[config.mk]
export PLATFORM = sky130hd
export DESIGN_NAME = bctl_ctrl
export DESIGN_NICKNAME = d
export VERILOG_FILES = /design/src/rtl/bctl_pkg.sv /design/src/rtl/bctl_ctrl.sv
export VERILOG_INCLUDE_DIRS = /design/src /design/src/rtl
export SDC_FILE = /design/constraint.sdc
export NUM_CORES = 1
export LEC_CHECK = 0
export BUFFER_PORTS_ARGS = -buffer_cell sky130_fd_sc_hd__buf_2
export CAP_MARGIN = 20
export CORE_AREA = 2 2 39 41
export CTS_BUF_LIST = sky130_fd_sc_hd__clkbuf_2 sky130_fd_sc_hd__clkbuf_4 sky130_fd_sc_hd__clkbuf_8
export CTS_CLUSTER_SIZE = 30
export DETAILED_ROUTE_END_ITERATION = 12
export DIE_AREA = 0 0 41 43
export GPL_ROUTABILITY_DRIVEN = 0
export PLACE_DENSITY_LB_ADDON = 0.2
export SYNTH_ARGS = -nofsm -noshare
export SYNTH_HDL_FRONTEND = slang
export SYNTH_SLANG_ARGS = --single-unit
[constraint.sdc]
create_clock -name clk -period 2.6 [get_ports clk]
set_input_delay 0.26 -clock clk [delete_from_list [all_inputs] [get_ports clk]]
set_output_delay 0.26 -clock clk [all_outputs]
set_load 0.02 [all_outputs]
[src/rtl/block_cache_tag_lru_core_macros.svh]
// ---------------------------------------------------------------------------
// Assertion macros for the block cache tag store
// Concurrent checks clocked on clk and disabled while rst_n is low.
// ---------------------------------------------------------------------------
`ifndef BLOCK_CACHE_TAG_LRU_CORE_MACROS_SVH
`define BLOCK_CACHE_TAG_LRU_CORE_MACROS_SVH

`ifndef SYNTHESIS

// same-cycle implication
`define BCTL_ASSERT_IMP(label, ante, cons) \
    label: assert property (@(posedge clk) disable iff (!rst_n) (ante) |-> (cons)) \
        else $error("bctl check failed");

// next-cycle implication
`define BCTL_ASSERT_NXT(label, ante, cons) \
    label: assert property (@(posedge clk) disable iff (!rst_n) (ante) |=> (cons)) \
        else $error("bctl check failed");

`else

`define BCTL_ASSERT_IMP(label, ante, cons)
`define BCTL_ASSERT_NXT(label, ante, cons)

`endif

`endif

[src/rtl/bctl_pkg.sv]
// ---------------------------------------------------------------------------
// bctl_pkg
// Shared types and constants of the block cache tag store with LRU order.
// ---------------------------------------------------------------------------
package bctl_pkg;

    localparam int SLOTS_DEFAULT     = 64;
    localparam int KEY_WIDTH_DEFAULT = 48;

    localparam int CAP_W       = 7;
    localparam int COUNT_W     = 32;
    localparam int CFG_INDEX_W = 1;

    localparam logic [CAP_W-1:0] CAPACITY_RESET = 7'd64;

    // configuration register indexes
    localparam logic [CFG_INDEX_W-1:0] REG_ENABLE   = 1'b0;
    localparam logic [CFG_INDEX_W-1:0] REG_CAPACITY = 1'b1;

    // operation kinds on the input channel
    localparam logic KIND_SEARCH = 1'b0;
    localparam logic KIND_INSERT = 1'b1;

    typedef enum logic [2:0] {
        S_IDLE,
        S_MATCH,
        S_LOOK,
        S_W1,
        S_W2,
        S_W3,
        S_FINISH
    } state_t;

    typedef enum logic [2:0] {
        OP_OFF,      // cache disabled
        OP_HIT,      // search hit
        OP_MISS,     // search miss
        OP_HEAD,     // insert of key already most recent
        OP_PROMOTE,  // insert of present key, moved to head
        OP_ALLOC,    // insert into a fresh slot
        OP_EVICT     // insert reusing the least recent slot
    } op_t;

    typedef struct packed {
        logic   capture;  // input item taken this cycle
        logic   load;     // result register loads this cycle
        state_t step;
        op_t    op;
    } cmd_t;

    typedef struct packed {
        logic enable;
        logic kind;
        logic found;
        logic is_head;
        logic room;
    } status_t;

endpackage

[src/rtl/bctl_ctrl.sv]
// ---------------------------------------------------------------------------
// bctl_ctrl
// Sequencer: walks each item through match, lookup and list update steps.
// ---------------------------------------------------------------------------
`include "block_cache_tag_lru_core_macros.svh"

module bctl_ctrl (
    input  logic              clk,
    input  logic              rst_n,
    input  logic              in_valid,
    output logic              in_ready,
    output logic              out_valid,
    input  logic              out_ready,
    input  bctl_pkg::status_t status,
    output bctl_pkg::cmd_t    cmd
);

    bctl_pkg::state_t state_reg;
    bctl_pkg::state_t state_next;
    bctl_pkg::op_t    op_reg;
    bctl_pkg::op_t    op_dec;
    logic             out_valid_reg;
    logic             out_valid_next;
    logic             res_room;

    assign res_room = !out_valid_reg || out_ready;

    always_comb
    begin
        if (!status.enable)
        begin
            op_dec = bctl_pkg::OP_OFF;
        end
        else if (status.kind == bctl_pkg::KIND_SEARCH)
        begin
            op_dec = status.found ? bctl_pkg::OP_HIT : bctl_pkg::OP_MISS;
        end
        else if (status.found)
        begin
            op_dec = status.is_head ? bctl_pkg::OP_HEAD : bctl_pkg::OP_PROMOTE;
        end
        else
        begin
            op_dec = status.room ? bctl_pkg::OP_ALLOC : bctl_pkg::OP_EVICT;
        end
    end

    // next state
    always_comb
    begin
        state_next = state_reg;
        unique case (state_reg)
            bctl_pkg::S_IDLE:
            begin
                if (in_valid)
                begin
                    state_next = bctl_pkg::S_MATCH;
                end
            end
            bctl_pkg::S_MATCH:
            begin
                state_next = bctl_pkg::S_LOOK;
            end
            bctl_pkg::S_LOOK:
            begin
                if (op_dec == bctl_pkg::OP_PROMOTE || op_dec == bctl_pkg::OP_ALLOC ||
                    op_dec == bctl_pkg::OP_EVICT)
                begin
                    state_next = bctl_pkg::S_W1;
                end
                else
                begin
                    state_next = bctl_pkg::S_FINISH;
                end
            end
            bctl_pkg::S_W1:
            begin
                state_next = bctl_pkg::S_W2;
            end
            bctl_pkg::S_W2:
            begin
                state_next = bctl_pkg::S_W3;
            end
            bctl_pkg::S_W3:
            begin
                state_next = bctl_pkg::S_FINISH;
            end
            bctl_pkg::S_FINISH:
            begin
                if (res_room)
                begin
                    state_next = bctl_pkg::S_IDLE;
                end
            end
            default:
            begin
                state_next = bctl_pkg::S_IDLE;
            end
        endcase
    end

    // outputs
    always_comb
    begin
        in_ready    = (state_reg == bctl_pkg::S_IDLE);
        cmd.capture = in_valid && (state_reg == bctl_pkg::S_IDLE);
        cmd.load    = (state_reg == bctl_pkg::S_FINISH) && res_room;
        cmd.step    = state_reg;
        cmd.op      = (state_reg == bctl_pkg::S_LOOK) ? op_dec : op_reg;
        out_valid   = out_valid_reg;
        if (cmd.load)
        begin
            out_valid_next = 1'b1;
        end
        else if (out_ready)
        begin
            out_valid_next = 1'b0;
        end
        else
        begin
            out_valid_next = out_valid_reg;
        end
    end

    always_ff @(posedge clk or negedge rst_n)
    begin
        if (!rst_n)
        begin
            state_reg     <= bctl_pkg::S_IDLE;
            op_reg        <= bctl_pkg::OP_OFF;
            out_valid_reg <= 1'b0;
        end
        else
        begin
            state_reg     <= state_next;
            out_valid_reg <= out_valid_next;
            if (state_reg == bctl_pkg::S_LOOK)
            begin
                op_reg <= op_dec;
            end
        end
    end

    // list update steps only run for ops that touch the list
    `BCTL_ASSERT_IMP(a_w1_op, state_reg == bctl_pkg::S_W1, op_reg == bctl_pkg::OP_PROMOTE || op_reg == bctl_pkg::OP_ALLOC || op_reg == bctl_pkg::OP_EVICT)
    `BCTL_ASSERT_NXT(a_load_valid, cmd.load, out_valid_reg)
    `BCTL_ASSERT_NXT(a_capture_match, cmd.capture, state_reg == bctl_pkg::S_MATCH)

endmodule

[Yosys cells after proc, flatten, opt, wreduce, memory -nomap -nowiden]
Cells that the tools add are included.
Widths: inputs -> output; s select.
Storage, ports and cells
  word-level logic and storage cells: 36
  output and inout port bits: 10
  bits in registers: 7
  bits of input ports: 9
Cells by class
  equality and inequality tests: 11
  reduce and logical (&&, ||, !) cells: 9
  multiplexer cells: 13
Operator list (count)
  $mux 3: 8
  $pmux 3 s7: 1
  $eq 3x3->1 const B: 6
  $eq 3x2->1 const B: 2
  $mux 2: 2
  $ne 2x2->1 const B: 2
  $eq 3x1->1 const B: 1
  $logic_not 3->1: 1
  $logic_or 1x1->1: 3
  $logic_and 1x1->1: 2
  $mux 1: 2
  $reduce_and 2->1: 1
  $reduce_bool 2->1: 1
  $logic_not 1->1: 1

[Logic depth before layout (Yosys ltp)]
  depth after elaboration: 9
  mapped depth: 4
  mapped depth without buffers: 3

[Least setup slack after synthesis]
No wires, ideal clock.
  path kind: reg2out
  start: reg state_reg[1]
  end: out cmd[1] (netlist name)
  slack: 0.785 ns
  arrival time: 1.555 ns
  data required time: 2.340 ns
  stages on the path, launching flop included: 4
  path buffers: 1
  cells stage by stage: dfrtp_1 or3b_1 buf_2 o21ai_0
RTL lines
  start, declared: RTL line bctl_ctrl.sv:18  | bctl_pkg::state_t state_reg;
  start signal, assigned: RTL line bctl_ctrl.sv:129  | state_reg <= bctl_pkg::S_IDLE;
  start signal, assigned: RTL line bctl_ctrl.sv:135  | state_reg <= state_next;
  end, declared: RTL line bctl_ctrl.sv:15  | output bctl_pkg::cmd_t cmd

==> run summary <==
The run finished with clean final reports. CTS saw 7 sinks. No sink is reached through more buffers than the 2 on the longest clock path.

From left edge to right edge, the die measures 41 um. In this run the static leakage power is 0.267 nW. The type of the tightest min-delay check is in2reg. Of all nets on the critical path, the largest fanout is 7. The floorplan step defined a core boundary enclosing 0.00138 mm2. The worst setup path is launched from a flop. The max-slew violation count is 0. In this run the tool buffered the top-level ports with 18 buffer cells. In this run the power density over the cells is 1190 mW/mm2. The largest individual stage delay along the critical path comes from the cell sky130_fd_sc_hd__or3b_1. From synthesis to final layout, the design area changed by 37.5%. VDD sags by at most 0.000432 V. Dividing the detail-routed via count by the number of cells gives 4.53. In this run the cell area of the synthesized design comes to 367 um2. Setup repair after global routing left no endpoint under its margin. The clock skew was 0.00316 ns; the time the final worst path needs with I/O delays and setup was 1.91 ns. The number of antenna diodes in the final layout is 0.

After synthesis, the share of flip-flops with an asynchronous set or reset is 100%. The maximum achievable frequency was 524 MHz; the part of the Yosys area used for sequential elements was 47.8%. In this run the tightest slew margin relative to its limit is 82.4%.

The all-layer global routing usage was 11.4%; the count of H-tree levels built during CTS was 1. Once the floorplan was initialized, standard cells occupied 26.5% of the core. Total detailed-routing wirelength: 781 um. At the worst endpoint, the required time is 2.34 ns. Detailed routing inserted a total of 353 vias. For the number of global-route vias before repair, the log shows 314. The remaining number of nets flagged by the antenna check after routing is 0, and the remaining global-route overflow is 0.

In the synthesized netlist, the cells that appear most often are 7 x sky130_fd_sc_hd__dfrtp_1, 6 x sky130_fd_sc_hd__nand2_1, 6 x sky130_fd_sc_hd__o21ai_0. The most frequent cell after synthesis was sky130_fd_sc_hd__dfrtp_1. The delay contributed by the slowest stage of the critical path is 0.48 ns. Sorting the synthesized cells by area gives the leading types as sky130_fd_sc_hd__dfrtp_1 48%, sky130_fd_sc_hd__o21ai_0 8.2%, sky130_fd_sc_hd__nand2_1 6.1%. For the final net count, the log shows 72. At the worst endpoint, the arrival time is 1.65 ns. STA classifies the critical path endpoint as an output pin. In this run the vertical extent of the chip is 43 um.

The first global-routing pass estimated 1260 um of wire. The count of fill cells added during filler insertion was 149. TritonCTS built the clock tree.

After routing, the total negative slack on setup checks comes to 0 ns. The number of nets in the synthesized netlist is 50. The post-route fraction of the period consumed by the critical path was 73.4%; the I/O pin total was 19. After detailed routing, the number of remaining DRC violations is 0. Entering global routing, the biggest net connects 9 pins.

Detailed placement ended at an HPWL of 621 um. Slew at the pin closest to its max-slew limit: 0.263 ns. Across the run, the number of max-cap violations was 0. The most area-hungry cell type in the Yosys netlist was sky130_fd_sc_hd__dfrtp_1. Per-cell routed wire length: 10.0 um. The synthesis warning total came out at 0. The most used flip-flop cell after synthesis is sky130_fd_sc_hd__dfrtp_1.

The critical path is of the reg2out type. The critical path goes through or3b_1, o31ai_2, buf_2. Share of post-route cells with drive strength above 1: 37.1%. The number of antenna violations at the first check in global routing came out at 0. The tree is rooted in a sky130_fd_sc_hd__clkbuf_4.

Clock-pin slew was measured on the worst setup and hold paths at 0.05 ns. Dividing the synthesized area by the synthesized cell count gives 8.94 um2. The first TritonRoute pass finished after 4 iterations. In this run, CTS created clock tree buffers numbering 3. The portion of synthesized cell area occupied by the leading cell type was 47.8%; the post-cts repair resize count was 0. The count of routing violations after the opening detailed-route iteration is 4. The tools report the worst hold margin as 0.311 ns. The number of endpoints with negative hold slack in the final report came out at 0. The run gives 0.00176 mm2 as the full die area. The number of instances in the synthesized netlist was 41; the clock latency on the worst-skew pair was 0.26 ns. Yosys mapped the design onto 18 distinct sky130hd cell types.

The number of synthesized flops with an enable pin is 0. Final-report setup violation count: 0. Number of register bits inferred by synthesis: 7.

In this run the core area contains 14 standard-cell rows.
layout make-up:
cell class | instances | area, um2 | share of cell area, %
Tap cell | 16 | 20.0 | 3.97
Multi-Input combinational cell | 29 | 168 | 33.3
Timing Repair Buffer | 19 | 100 | 19.9
Clock buffer | 4 | 30.0 | 5.96
Sequential cell | 7 | 175 | 34.7
Inverter | 3 | 11.3 | 2.23
stage by stage:
step           cells  worst slack (ns)  area [um2]  utilization (%)  power [W]
6_report          78             0.692         504             36.4   0.000598
5_1_grt           78             0.576         504             36.4   0.000652
4_1_cts           78             0.658         504             36.4   0.000609
3_5_place_dp      73             0.950         464             33.5   0.000490
3_3_place_gp      73             0.995         464             33.5   0.000494
2_1_floorplan     41             0.785         367                -   0.000403
cell usage in the layout (no fill, tap or decap), drive strengths merged:
cell type | synthesis | final
or3b | 1 | 1
buf | 2 | 18
mux2i | 1 | 1
and3 | 1 | 1
a41o | 1 | 1
dlygate4sd3 | 0 | 1
a21oi | 4 | 4
nand2 | 6 | 6
o21bai | 1 | 1
nand3 | 1 | 1
nand4 | 1 | 1
and2 | 1 | 1
o31ai | 1 | 1
dfrtp | 7 | 7
clkbuf | 0 | 4
nor3 | 2 | 2
o21ai | 6 | 6
nor2b | 2 | 2
inv | 3 | 3
worst max-delay path: cells and delay by family, from the launching register on:
| kind | cells | cell delay [ns] |
|---|---|---|
| flip-flops | 1 | 0.44 |
| AO/OA/AOI/OAI | 1 | 0.26 |
| buffers and inverters | 1 | 0.20 |
| AND/OR/NAND/NOR | 1 | 0.48 |
layer usage:
metal | routed length (um) | track usage, % | up-vias
met4 | 22 | 6.00 | 0
met3 | 76 | 7.85 | 3
li1 | - | - | 185
met5 | 0 | 0 | -
met1 | 350 | 13.7 | 152
met2 | 332 | 14.7 | 13
repair_timing:
item | in CTS | in global routing
endpoints found under the hold margin | 7 | 0
hold buffers | 1 | 0
buffers inserted | 0 | 0
cell families (layout without fill, tap and decap cells):
family	Yosys count	in the layout	synth area share, %
compound gates	13	13	21.8
buf+inv	5	26	6.48
flops	7	7	47.8
mux	1	1	2.73
simple gates	15	15	21.2
final timing paths:
kind,from,endpoint,slack (ns),cells after the start
max in group asynchronous,rst_n,op_reg[0],2.08,2
max,state_reg[0],cmd[0],0.69,3
max reg2reg,state_reg[0],op_reg[0],1.31,2
min,status[3],state_reg[0],0.31,3
min reg2reg,op_reg[0],op_reg[0],0.48,2
min in group asynchronous,rst_n,state_reg[2],0.36,2
power breakdown:
group	leakage [nW]	switching, W	total, W	internal [W]
sequential	0.0886	0.0000429	0.000199	0.000156
clock	0.0184	0.0000425	0.000112	0.0000691
combinational	0.160	0.000181	0.000287	0.000106
No activity file was read; power rests on OpenSTA's default activity.
